`src/hdl/equivalence_class_table_unit_assert.svh`:
```
// ---------------------------------------------------------------------------
// Equivalence class table assertion macros
// Shared property templates for the equivalence class table unit.
// ---------------------------------------------------------------------------
`ifndef EQUIVALENCE_CLASS_TABLE_UNIT_ASSERT_SVH
`define EQUIVALENCE_CLASS_TABLE_UNIT_ASSERT_SVH

// Same-cycle implication, checked outside reset.
`define ECT_ASSERT_NOW(lbl, clk, rst, ante, cons, msg) \
   lbl: assert property (@(posedge clk) disable iff (rst) (ante) |-> (cons)) \
      else $error(msg);

// Next-cycle implication, checked outside reset.
`define ECT_ASSERT_NEXT(lbl, clk, rst, ante, cons, msg) \
   lbl: assert property (@(posedge clk) disable iff (rst) (ante) |=> (cons)) \
      else $error(msg);

`endif

```
`src/hdl/ect_pkg.sv`:
```
// ---------------------------------------------------------------------------
// Equivalence class table package
// Field widths, action codes, controller states and defaults.
// ---------------------------------------------------------------------------
package ect_pkg;

   localparam int IDX_W          = 6;
   localparam int LABEL_W        = 6;
   localparam int POS_W          = 7;
   localparam int ACTION_W       = 2;
   localparam int REQ_DATA_W     = 16;
   localparam int RSP_DATA_W     = 24;
   localparam int NUM_ELEMENTS_DEF = 64;

   typedef enum logic [ACTION_W-1:0] {
      ACT_CLEAR = 2'd0,
      ACT_MERGE = 2'd1,
      ACT_LIST  = 2'd2,
      ACT_NONE  = 2'd3
   } action_type;

   typedef enum logic [2:0] {
      ST_IDLE,
      ST_LABEL_A,
      ST_LABEL_B,
      ST_SWEEP,
      ST_FLUSH,
      ST_ACK
   } state_type;

endpackage

```
`src/hdl/ect_ram.sv`:
```
// ---------------------------------------------------------------------------
// Equivalence class table RAM
// Simple dual-port RAM with one write port and one registered read port.
// ---------------------------------------------------------------------------
module ect_ram #(
   parameter int WIDTH = 6,
   parameter int DEPTH = 64
) (
   input  logic                     clock,
   input  logic                     wr_en,
   input  logic [$clog2(DEPTH)-1:0] wr_addr,
   input  logic [WIDTH-1:0]         wr_data,
   input  logic                     rd_en,
   input  logic [$clog2(DEPTH)-1:0] rd_addr,
   output logic [WIDTH-1:0]         rd_data
);

   logic [WIDTH-1:0] mem_ff [DEPTH];
   logic [WIDTH-1:0] rd_data_ff;

   always_ff @(posedge clock) begin
      if (wr_en) begin
         mem_ff[wr_addr] <= wr_data;
      end
      if (rd_en) begin
         rd_data_ff <= mem_ff[rd_addr];
      end
   end

   assign rd_data = rd_data_ff;

endmodule

```
`src/hdl/equivalence_class_table_unit.sv`:
```
// ---------------------------------------------------------------------------
// Equivalence class table unit
// Quick-find class table: clear, merge two classes, list members of a class.
// ---------------------------------------------------------------------------
//   Channel   Direction  Beat contents
//   req_*     in         tuser: action; tdata: first_element, second_element
//   rsp_*     out        tdata: member, class_label, position; tlast: last
//
// A clear goes straight to its final beat; a merge reads two labels and a list
// one before the sweep. The sweep reads one entry per cycle through the label
// RAM port unless a list stalls it, and drains its reads in flight before the
// final beat. A list stalls its sweep while it holds a member to emit and the
// output register is full and not taken, and the final beat of every clear,
// merge and list waits for that register too. Reset and clear act at once
// through one valid bit per entry; an entry that is not valid reads as its
// own index. One request is in progress at a time.
// ---------------------------------------------------------------------------
`include "equivalence_class_table_unit_assert.svh"

module equivalence_class_table_unit #(
   parameter int NUM_ELEMENTS = ect_pkg::NUM_ELEMENTS_DEF
) (
   input  logic                          clock,
   input  logic                          reset,
   input  logic                          req_tvalid,
   output logic                          req_tready,
   // [5:0] first_element, [11:6] second_element, [15:12] zero
   input  logic [ect_pkg::REQ_DATA_W-1:0] req_tdata,
   // [1:0] action
   input  logic [ect_pkg::ACTION_W-1:0]   req_tuser,
   output logic                          rsp_tvalid,
   input  logic                          rsp_tready,
   // [5:0] member, [11:6] class_label, [18:12] position, [23:19] zero
   output logic [ect_pkg::RSP_DATA_W-1:0] rsp_tdata,
   output logic                          rsp_tlast
);

   localparam int ADDR_W = $clog2(NUM_ELEMENTS);
   localparam int CNT_W  = $clog2(NUM_ELEMENTS + 1);
   localparam int IDX_W  = ect_pkg::IDX_W;
   localparam int LBL_W  = ect_pkg::LABEL_W;
   localparam int POS_W  = ect_pkg::POS_W;

   ect_pkg::state_type  state_ff, state_in;
   ect_pkg::action_type act_ff;
   logic [ADDR_W-1:0]   b_ff;
   logic [LBL_W-1:0]    target_ff, ack_label_ff;
   logic [NUM_ELEMENTS-1:0] vld_ff;
   logic                rd_vbit_ff;
   logic [LBL_W-1:0]    rd_tag_ff;
   logic [CNT_W-1:0]    rd_idx_ff;
   logic                chk_ff;
   logic                pend_ff;
   logic [IDX_W-1:0]    pend_idx_ff;
   logic [POS_W-1:0]    pos_ff;
   logic                rsp_valid_ff;
   logic [IDX_W-1:0]    rsp_member_ff;
   logic [LBL_W-1:0]    rsp_label_ff;
   logic [POS_W-1:0]    rsp_pos_ff;
   logic                rsp_last_ff;

   ect_pkg::action_type req_action;
   logic [IDX_W-1:0]    req_first, req_second, first_cl, second_cl;
   logic                accept, out_free;
   logic [LBL_W-1:0]    ram_q, eff, eff_a_lo, eff_a_hi;
   logic                match, chk_stall, proc, advance, issue_more, sweep_done;
   logic                rd_en, wr_en, push, push_last;
   logic [ADDR_W-1:0]   rd_addr, wr_addr;
   logic [IDX_W-1:0]    push_member;
   logic [LBL_W-1:0]    push_label;
   logic [POS_W-1:0]    push_pos;

   assign req_action = ect_pkg::action_type'(req_tuser);
   assign req_first  = req_tdata[IDX_W-1:0];
   assign req_second = req_tdata[2*IDX_W-1:IDX_W];
   assign first_cl   = ({1'b0, req_first} >= (IDX_W+1)'(NUM_ELEMENTS))
                       ? IDX_W'(NUM_ELEMENTS - 1) : req_first;
   assign second_cl  = ({1'b0, req_second} >= (IDX_W+1)'(NUM_ELEMENTS))
                       ? IDX_W'(NUM_ELEMENTS - 1) : req_second;

   assign req_tready = (state_ff == ect_pkg::ST_IDLE);
   assign accept     = req_tvalid && req_tready;
   assign out_free   = !rsp_valid_ff || rsp_tready;

   assign eff        = rd_vbit_ff ? ram_q : rd_tag_ff;
   assign match      = (eff == target_ff);
   assign eff_a_lo   = (target_ff > eff) ? eff : target_ff;
   assign eff_a_hi   = (target_ff > eff) ? target_ff : eff;
   assign chk_stall  = (act_ff == ect_pkg::ACT_LIST) && match && pend_ff && !out_free;
   assign proc       = (state_ff == ect_pkg::ST_SWEEP) && chk_ff && !chk_stall;
   assign advance    = (state_ff == ect_pkg::ST_SWEEP) && !(chk_ff && chk_stall);
   assign issue_more = (rd_idx_ff < CNT_W'(NUM_ELEMENTS));
   assign sweep_done = !issue_more && !chk_ff;

   // Next state.
   always_comb begin
      state_in = state_ff;
      unique case (state_ff)
         ect_pkg::ST_IDLE: begin
            if (accept) begin
               unique case (req_action)
                  ect_pkg::ACT_CLEAR: state_in = ect_pkg::ST_ACK;
                  ect_pkg::ACT_MERGE: state_in = ect_pkg::ST_LABEL_A;
                  ect_pkg::ACT_LIST:  state_in = ect_pkg::ST_LABEL_A;
                  default:            state_in = ect_pkg::ST_IDLE;
               endcase
            end
         end
         ect_pkg::ST_LABEL_A: begin
            state_in = (act_ff == ect_pkg::ACT_MERGE) ? ect_pkg::ST_LABEL_B
                                                      : ect_pkg::ST_SWEEP;
         end
         ect_pkg::ST_LABEL_B: state_in = ect_pkg::ST_SWEEP;
         ect_pkg::ST_SWEEP: begin
            if (sweep_done) begin
               state_in = (act_ff == ect_pkg::ACT_LIST) ? ect_pkg::ST_FLUSH
                                                        : ect_pkg::ST_ACK;
            end
         end
         ect_pkg::ST_FLUSH, ect_pkg::ST_ACK: begin
            if (out_free) begin
               state_in = ect_pkg::ST_IDLE;
            end
         end
         default: state_in = ect_pkg::ST_IDLE;
      endcase
   end

   // Memory and output controls.
   always_comb begin
      rd_en       = 1'b0;
      rd_addr     = '0;
      wr_en       = 1'b0;
      wr_addr     = rd_tag_ff[ADDR_W-1:0];
      push        = 1'b0;
      push_member = '0;
      push_label  = target_ff;
      push_pos    = pos_ff;
      push_last   = 1'b0;
      unique case (state_ff)
         ect_pkg::ST_IDLE: begin
            if (accept && (req_action == ect_pkg::ACT_MERGE ||
                           req_action == ect_pkg::ACT_LIST)) begin
               rd_en   = 1'b1;
               rd_addr = first_cl[ADDR_W-1:0];
            end
         end
         ect_pkg::ST_LABEL_A: begin
            if (act_ff == ect_pkg::ACT_MERGE) begin
               rd_en   = 1'b1;
               rd_addr = b_ff;
            end
         end
         ect_pkg::ST_SWEEP: begin
            if (advance && issue_more) begin
               rd_en   = 1'b1;
               rd_addr = rd_idx_ff[ADDR_W-1:0];
            end
            if (proc && match) begin
               if (act_ff == ect_pkg::ACT_MERGE) begin
                  wr_en = 1'b1;
               end else if (pend_ff) begin
                  push        = 1'b1;
                  push_member = pend_idx_ff;
               end
            end
         end
         ect_pkg::ST_FLUSH: begin
            push        = out_free;
            push_member = pend_idx_ff;
            push_last   = 1'b1;
         end
         ect_pkg::ST_ACK: begin
            push       = out_free;
            push_label = ack_label_ff;
            push_pos   = POS_W'(1);
            push_last  = 1'b1;
         end
         default: begin
         end
      endcase
   end

   ect_ram #(
      .WIDTH (LBL_W),
      .DEPTH (NUM_ELEMENTS)
   ) u_label_ram (
      .clock   (clock),
      .wr_en   (wr_en),
      .wr_addr (wr_addr),
      .wr_data (ack_label_ff),
      .rd_en   (rd_en),
      .rd_addr (rd_addr),
      .rd_data (ram_q)
   );

   // Control registers.
   always_ff @(posedge clock) begin
      if (reset) begin
         state_ff     <= ect_pkg::ST_IDLE;
         act_ff       <= ect_pkg::ACT_NONE;
         vld_ff       <= '0;
         rd_idx_ff    <= '0;
         chk_ff       <= 1'b0;
         pend_ff      <= 1'b0;
         pos_ff       <= '0;
         rsp_valid_ff <= 1'b0;
      end else begin
         state_ff <= state_in;
         if (accept) begin
            act_ff <= req_action;
            if (req_action == ect_pkg::ACT_CLEAR) begin
               vld_ff <= '0;
            end
         end
         if (wr_en) begin
            vld_ff[wr_addr] <= 1'b1;
         end
         if (state_ff == ect_pkg::ST_LABEL_A || state_ff == ect_pkg::ST_LABEL_B) begin
            rd_idx_ff <= '0;
            chk_ff    <= 1'b0;
            pend_ff   <= 1'b0;
            pos_ff    <= '0;
         end else if (advance) begin
            chk_ff <= issue_more;
            if (issue_more) begin
               rd_idx_ff <= rd_idx_ff + CNT_W'(1);
            end
         end
         if (proc && match && act_ff == ect_pkg::ACT_LIST) begin
            pend_ff <= 1'b1;
            pos_ff  <= pos_ff + POS_W'(1);
         end
         if (push) begin
            rsp_valid_ff <= 1'b1;
         end else if (rsp_tready) begin
            rsp_valid_ff <= 1'b0;
         end
      end
   end

   // Payload registers.
   always_ff @(posedge clock) begin
      if (accept) begin
         b_ff         <= second_cl[ADDR_W-1:0];
         ack_label_ff <= LBL_W'(first_cl);
      end
      if (state_ff == ect_pkg::ST_LABEL_A) begin
         target_ff <= eff;
      end
      if (state_ff == ect_pkg::ST_LABEL_B) begin
         target_ff    <= eff_a_hi;
         ack_label_ff <= eff_a_lo;
      end
      if (rd_en) begin
         rd_vbit_ff <= vld_ff[rd_addr];
         rd_tag_ff  <= LBL_W'(rd_addr);
      end
      if (proc && match && act_ff == ect_pkg::ACT_LIST) begin
         pend_idx_ff <= IDX_W'(rd_tag_ff);
      end
      if (push) begin
         rsp_member_ff <= push_member;
         rsp_label_ff  <= push_label;
         rsp_pos_ff    <= push_pos;
         rsp_last_ff   <= push_last;
      end
   end

   assign rsp_tvalid = rsp_valid_ff;
   assign rsp_tlast  = rsp_last_ff;
   assign rsp_tdata  = {(ect_pkg::RSP_DATA_W - IDX_W - LBL_W - POS_W)'(0),
                        rsp_pos_ff, rsp_label_ff, rsp_member_ff};

   `ECT_ASSERT_NEXT(a_req_leaves_idle, clock, reset,
      accept && req_action != ect_pkg::ACT_NONE, state_ff != ect_pkg::ST_IDLE,
      "Accepted request did not start work.")
   `ECT_ASSERT_NOW(a_flush_has_member, clock, reset,
      state_ff == ect_pkg::ST_FLUSH, pend_ff,
      "List finished without a pending member.")
   `ECT_ASSERT_NOW(a_count_bounded, clock, reset,
      state_ff == ect_pkg::ST_SWEEP, pos_ff <= POS_W'(NUM_ELEMENTS),
      "Member count exceeds table size.")
   `ECT_ASSERT_NOW(a_push_has_room, clock, reset,
      push, out_free,
      "Result written over an untaken beat.")

endmodule

```
`config.mk`:
```
export PLATFORM = sky130hd
export DESIGN_NAME = equivalence_class_table_unit
export DESIGN_NICKNAME = d
export VERILOG_FILES = /design/src/hdl/ect_pkg.sv /design/src/hdl/ect_ram.sv /design/src/hdl/equivalence_class_table_unit.sv
export VERILOG_INCLUDE_DIRS = /design/src /design/src/hdl
export SDC_FILE = /design/constraint.sdc
export NUM_CORES = 1
export LEC_CHECK = 0
export BUFFER_PORTS_ARGS = -buffer_cell sky130_fd_sc_hd__buf_4
export CAP_MARGIN = 20
export CORE_UTILIZATION = 70
export CTS_BUF_LIST = sky130_fd_sc_hd__clkbuf_4
export CTS_CLUSTER_SIZE = 40
export DETAILED_ROUTE_END_ITERATION = 10
export PLACE_DENSITY = 0.88
export RECOVER_POWER = 25
export SKIP_CTS_REPAIR_TIMING = 1
export SLEW_MARGIN = 20
export SYNTH_ARGS = -nofsm -noshare
export SYNTH_HDL_FRONTEND = slang
export SYNTH_SLANG_ARGS = --single-unit
```
`constraint.sdc`:
```
create_clock -name clock -period 6.6 [get_ports clock]
set_input_delay 0.33 -clock clock [delete_from_list [all_inputs] [get_ports clock]]
set_output_delay 0.33 -clock clock [all_outputs]
set_load 0.02 [all_outputs]
```
==> PnR_summary.wiki <==
{| class="wikitable"
! Metric !! Value
|-
| Outcome || finished, violations left
|-
| Violations in the final reports || capacitance limit, slew limit
|-
| Final hold violation count || 0
|-
| Placed cell count || 2114
|-
| Fillers || 1656
|-
| Chip Height || between 150 and 200 microns
|-
| Accumulated negative setup slack || 0 ns
|-
| Leak pwr || 8.549 nW
|-
| Final core utilization || 78.60%
|-
| Sequential element share of the synthesized area || around 67%
|-
| Register bit count reported by yosys || between 500 and 600
|-
| Cell variety after synth || 80
|-
| Int Pwr || 6.089 mW
|-
| Drt wl/cell || 25.63 microns
|-
| Maximum clock insertion buffer count || 3
|-
| Total track usage || between 30 and 40%
|-
| Delay-heaviest family, CP || compound AO/OA/AOI/OAI gates
|-
| Remaining DRCs || 0
|-
| Dominant register cell in the synthesized netlist || sky130_fd_sc_hd__edfxtp_1
|-
| Max-capacitance violation count || 5
|-
| TritonCTS buffer count || 133
|-
| Standard cell area after detailed placement || 22740 sq um
|-
| Unrepaired setup endpoints after global routing || no
|-
| Largest net degree at the start of global routing || 80
|-
| Overall Power || 8.613 mW
|-
| Cell count of the worst hold path || 2
|-
| Reg clk slew, reported paths || around 0.07 ns
|-
| Clock tree skew after final layout || 0.06740 ns
|-
| Slowest cell on the critical path || sky130_fd_sc_hd__buf_4
|-
| Routed vias || around 17000
|-
| Seq pwr share || 47.6%
|-
| Count of synthesis-stage warnings from yosys || 0
|-
| Area occupied by multi-input gates || 6723 sq um
|-
| Cell type with the highest occurrence count on the critical path || sky130_fd_sc_hd__and4_1
|-
| Weighted congestion at the end of routability-driven global placement || between 0.9 and 1
|-
| Sw power || 2.524 mW
|-
| Source-to-sink clock delay at the later pin of the worst-skew pair || 0.85 ns
|-
| Gate power share || 17.5%
|-
| Buf/Inv on CP || 3
|-
| Highest achievable clock rate || 172.2 MHz
|-
| Total count of max-transition violations in the final report || roughly 270
|-
| Drt total wl || roughly 61000 microns
|-
| EDFF count, synth || between 400 and 500
|-
| Post-route ant nets || 0
|-
| Tightest Hold Check Type || in -> reg
|-
| Share of cells above drive strength 1 || 17.00%
|-
| Endpoint type of the worst setup path || flip-flop
|-
| Post-synthesis instance area || ~22000 sq um
|-
| Switching fraction of total power || 29.31%
|-
| Number of input and output port buffers inserted || 39
|-
| Leftover overflow at the end of global routing || 0
|-
| Power per cell area || 348.1 nW/um^2
|-
| Crit Path Max Fanout || 74
|-
| Area of all placed cells without fillers || 24740 sq um
|-
| Worst Reg2Reg Path Length in Cells || 13
|-
| TritonCTS clock tree || yes
|-
| Final HPWL DP || 35210 microns
|-
| Count of clock tree sinks || 527
|-
| Number of global-route vias before repair || approximately 16000
|-
| Global-route wire length before repair || between 90000 and 100000 microns
|-
| Die width || 180.6 microns
|-
| Signed area change from the synthesized netlist to the final layout || 10.80%
|-
| Post-Synthesis Mean Instance Area || approximately 13 sq um
|-
| Peak VDD IR || 227.4 uV
|-
| Setup WS pre-CTS || between 1 and 1.5 ns
|-
| WP depth || 13
|-
| Data arrival time of the worst path || 6.34 ns
|-
| DRC violation total after the first TritonRoute iteration || roughly 2900
|-
| Worst Setup Start Kind || flip-flop
|-
| Sequential cell area in the final layout || 14960 sq um
|-
| Initial standard-cell utilization of the core || 70.94%
|-
| Clock network power share || 34.9%
|-
| Required arrival time at the worst endpoint || 7.13 ns
|-
| Syn Inst Count || about 1800
|-
| Post-route setup slack || 0.7934 ns
|-
| Library cell used as clock root buffer || sky130_fd_sc_hd__clkbuf_4
|-
| Floorplan die area || between 30000 and 40000 sq um
|-
| Hold WS || 0.06504 ns
|-
| Reg2reg setup slack || 0.79 ns
|-
| Highest-count cells in the layout ignoring fill and taps || sky130_fd_sc_hd__edfxtp_1 (441), sky130_fd_sc_hd__clkbuf_4 (211), sky130_fd_sc_hd__nand2_1 (193)
|-
| Core Box Area || between 30000 and 40000 sq um
|-
| Transition time at the pin with the least slew margin || 3.332 ns
|-
| Initial antenna violation count || 1
|-
| Relative slew slack || -122.1%
|-
| Non-filler cells, final || 2368
|-
| Proportion of register bits with asynchronous set or reset after synthesis || 0%
|-
| First-pass iteration count of the detailed router || 8
|-
| Largest stage delay on the critical path || 0.85 ns
|-
| Row count || between 60 and 70
|-
| Cell-by-cell listing of the critical path || clkbuf_1 -> mux2_1 -> inv_1 -> ha_1 -> and4_1 -> and4_1 -> o211a_4 -> buf_4 -> nor4_2 -> a221oi_1 -> o31ai_1 -> o22ai_1 -> a211oi_2
|-
| Post-layout minimum cycle time || 5.807 ns
|-
| Average vias per placed instance || 7.024
|-
| Ratio of final minimum period to clock period || 87.98%
|-
| Worst Setup Path Type || reg -> reg
|-
| Most common cell after layout, fill and taps aside || sky130_fd_sc_hd__edfxtp_1
|-
| Final number of setup-violating endpoints || 0
|-
| I/O Pins || 49
|-
| Post-layout net count || 1897
|-
| H-Tree Depth || 4
|}
synthesized netlist by cell type (14+ instances only):
cell / number / area, sq um
sky130_fd_sc_hd__o21ai_0: 59 / 295.3
sky130_fd_sc_hd__and2_1: 16 / 100.1
sky130_fd_sc_hd__a311oi_1: 20 / 175.2
sky130_fd_sc_hd__nand2_1: 195 / 732.0
sky130_fd_sc_hd__a211oi_1: 48 / 360.4
sky130_fd_sc_hd__a21oi_1: 85 / 425.4
sky130_fd_sc_hd__clkbuf_1: 56 / 210.2
sky130_fd_sc_hd__mux2_2: 14 / 157.7
sky130_fd_sc_hd__and3_1: 69 / 431.7
sky130_fd_sc_hd__nand4_1: 18 / 112.6
sky130_fd_sc_hd__nand3_1: 62 / 310.3
sky130_fd_sc_hd__a22oi_1: 43 / 322.8
sky130_fd_sc_hd__nor2_1: 162 / 608.1
sky130_fd_sc_hd__dfxtp_1: 86 / 1722
sky130_fd_sc_hd__a31oi_1: 16 / 100.1
sky130_fd_sc_hd__mux2i_1: 58 / 580.6
sky130_fd_sc_hd__inv_1: 17 / 63.81
sky130_fd_sc_hd__buf_2: 43 / 215.2
sky130_fd_sc_hd__a31o_2: 18 / 157.7
sky130_fd_sc_hd__edfxtp_1: 441 / 13240
sky130_fd_sc_hd__a21boi_0: 14 / 105.1
sky130_fd_sc_hd__a221oi_1: 19 / 166.4
sky130_fd_sc_hd__o211ai_1: 20 / 150.1
kinds of logic after synthesis:
kind of cell / after synthesis / share of synthesized area [%]
compound gates: 412 / 12.70
xor+xnor: 5 / 0.1961
fa+ha+maj: 10 / 0.5604
buf+inv: 143 / 3.110
flops: 527 / 67.02
mux: 72 / 3.306
other cells: 1 / 0.01680
simple gates: 599 / 13.09
final timing paths:
path	startpoint	end
min	reset	vld_ff[19]$_SDFF_PP0_
max	rd_tag_ff[5]$_DFFE_PP_	u_label_ram.rd_data[0]$_DFFE_PP_
min reg2reg	vld_ff[58]$_SDFF_PP0_	vld_ff[58]$_SDFF_PP0_
max reg2reg	rd_tag_ff[5]$_DFFE_PP_	u_label_ram.rd_data[0]$_DFFE_PP_
area by class of cell:
type                    instances  area share [%]
inverters                      20          0.3186
flip-flops and latches        527           60.49
diodes                          1         0.01011
repair buffers                 80           2.488
clock buffers                 205           6.221
clock inverters                30           1.269
multi-input cells            1103           27.17
well taps                     402           2.033
worst reg2reg max path, stage by stage (launching register included):
cell and delay (ns):
sky130_fd_sc_hd__edfxtp_1 0.32, sky130_fd_sc_hd__clkbuf_1 0.73, sky130_fd_sc_hd__mux2_1 0.31, sky130_fd_sc_hd__inv_1 0.06, sky130_fd_sc_hd__ha_1 0.30, sky130_fd_sc_hd__and4_1 0.26, sky130_fd_sc_hd__and4_1 0.32, sky130_fd_sc_hd__o211a_4 0.63
sky130_fd_sc_hd__buf_4 0.85, sky130_fd_sc_hd__nor4_2 0.24, sky130_fd_sc_hd__a221oi_1 0.66, sky130_fd_sc_hd__o31ai_1 0.20, sky130_fd_sc_hd__o22ai_1 0.51, sky130_fd_sc_hd__a211oi_2 0.11
layer usage:
| metal | vias up | track usage, % | wire [microns] |
|---|---|---|---|
| met5 | - | 0 | 0 |
| met4 | 0 | 20.31 | 3372 |
| met3 | 306 | 11.28 | 7985 |
| met2 | 1467 | 58.47 | 28680 |
| met1 | 7852 | 46.93 | 20650 |
| li1 | 7009 | - | - |
power groups by stage:
| stage | clock network [mW] | logic [mW] | registers (mW) |
|---|---|---|---|
| after floorplan | 0 | 0.844 | 4.23 |
| after global routing | 3.20 | 1.57 | 4.11 |
| after CTS | 3.01 | 1.46 | 4.07 |
| after detailed placement | 0 | 1.43 | 4.14 |
| after global placement | 0 | 1.35 | 4.15 |
| final | 3.01 | 1.51 | 4.10 |
state kept, by name, indices dropped and copies added (netlist names):
name,count
rd_idx_ff,7
act_ff,2
vld_ff,64
rsp_label_ff,6
pos_ff,7
rsp_member_ff,6
rsp_pos_ff,7
rsp_tvalid,1
b_ff,6
rd_tag_ff,6
rsp_tlast,1
u_label_ram.mem_ff,384
ack_label_ff,6
u_label_ram.rd_data,6
rd_vbit_ff,1
target_ff,6
state_ff,3
pend_idx_ff,6
pend_ff,1
chk_ff,1
No activity file was read; power rests on OpenSTA's default activity.
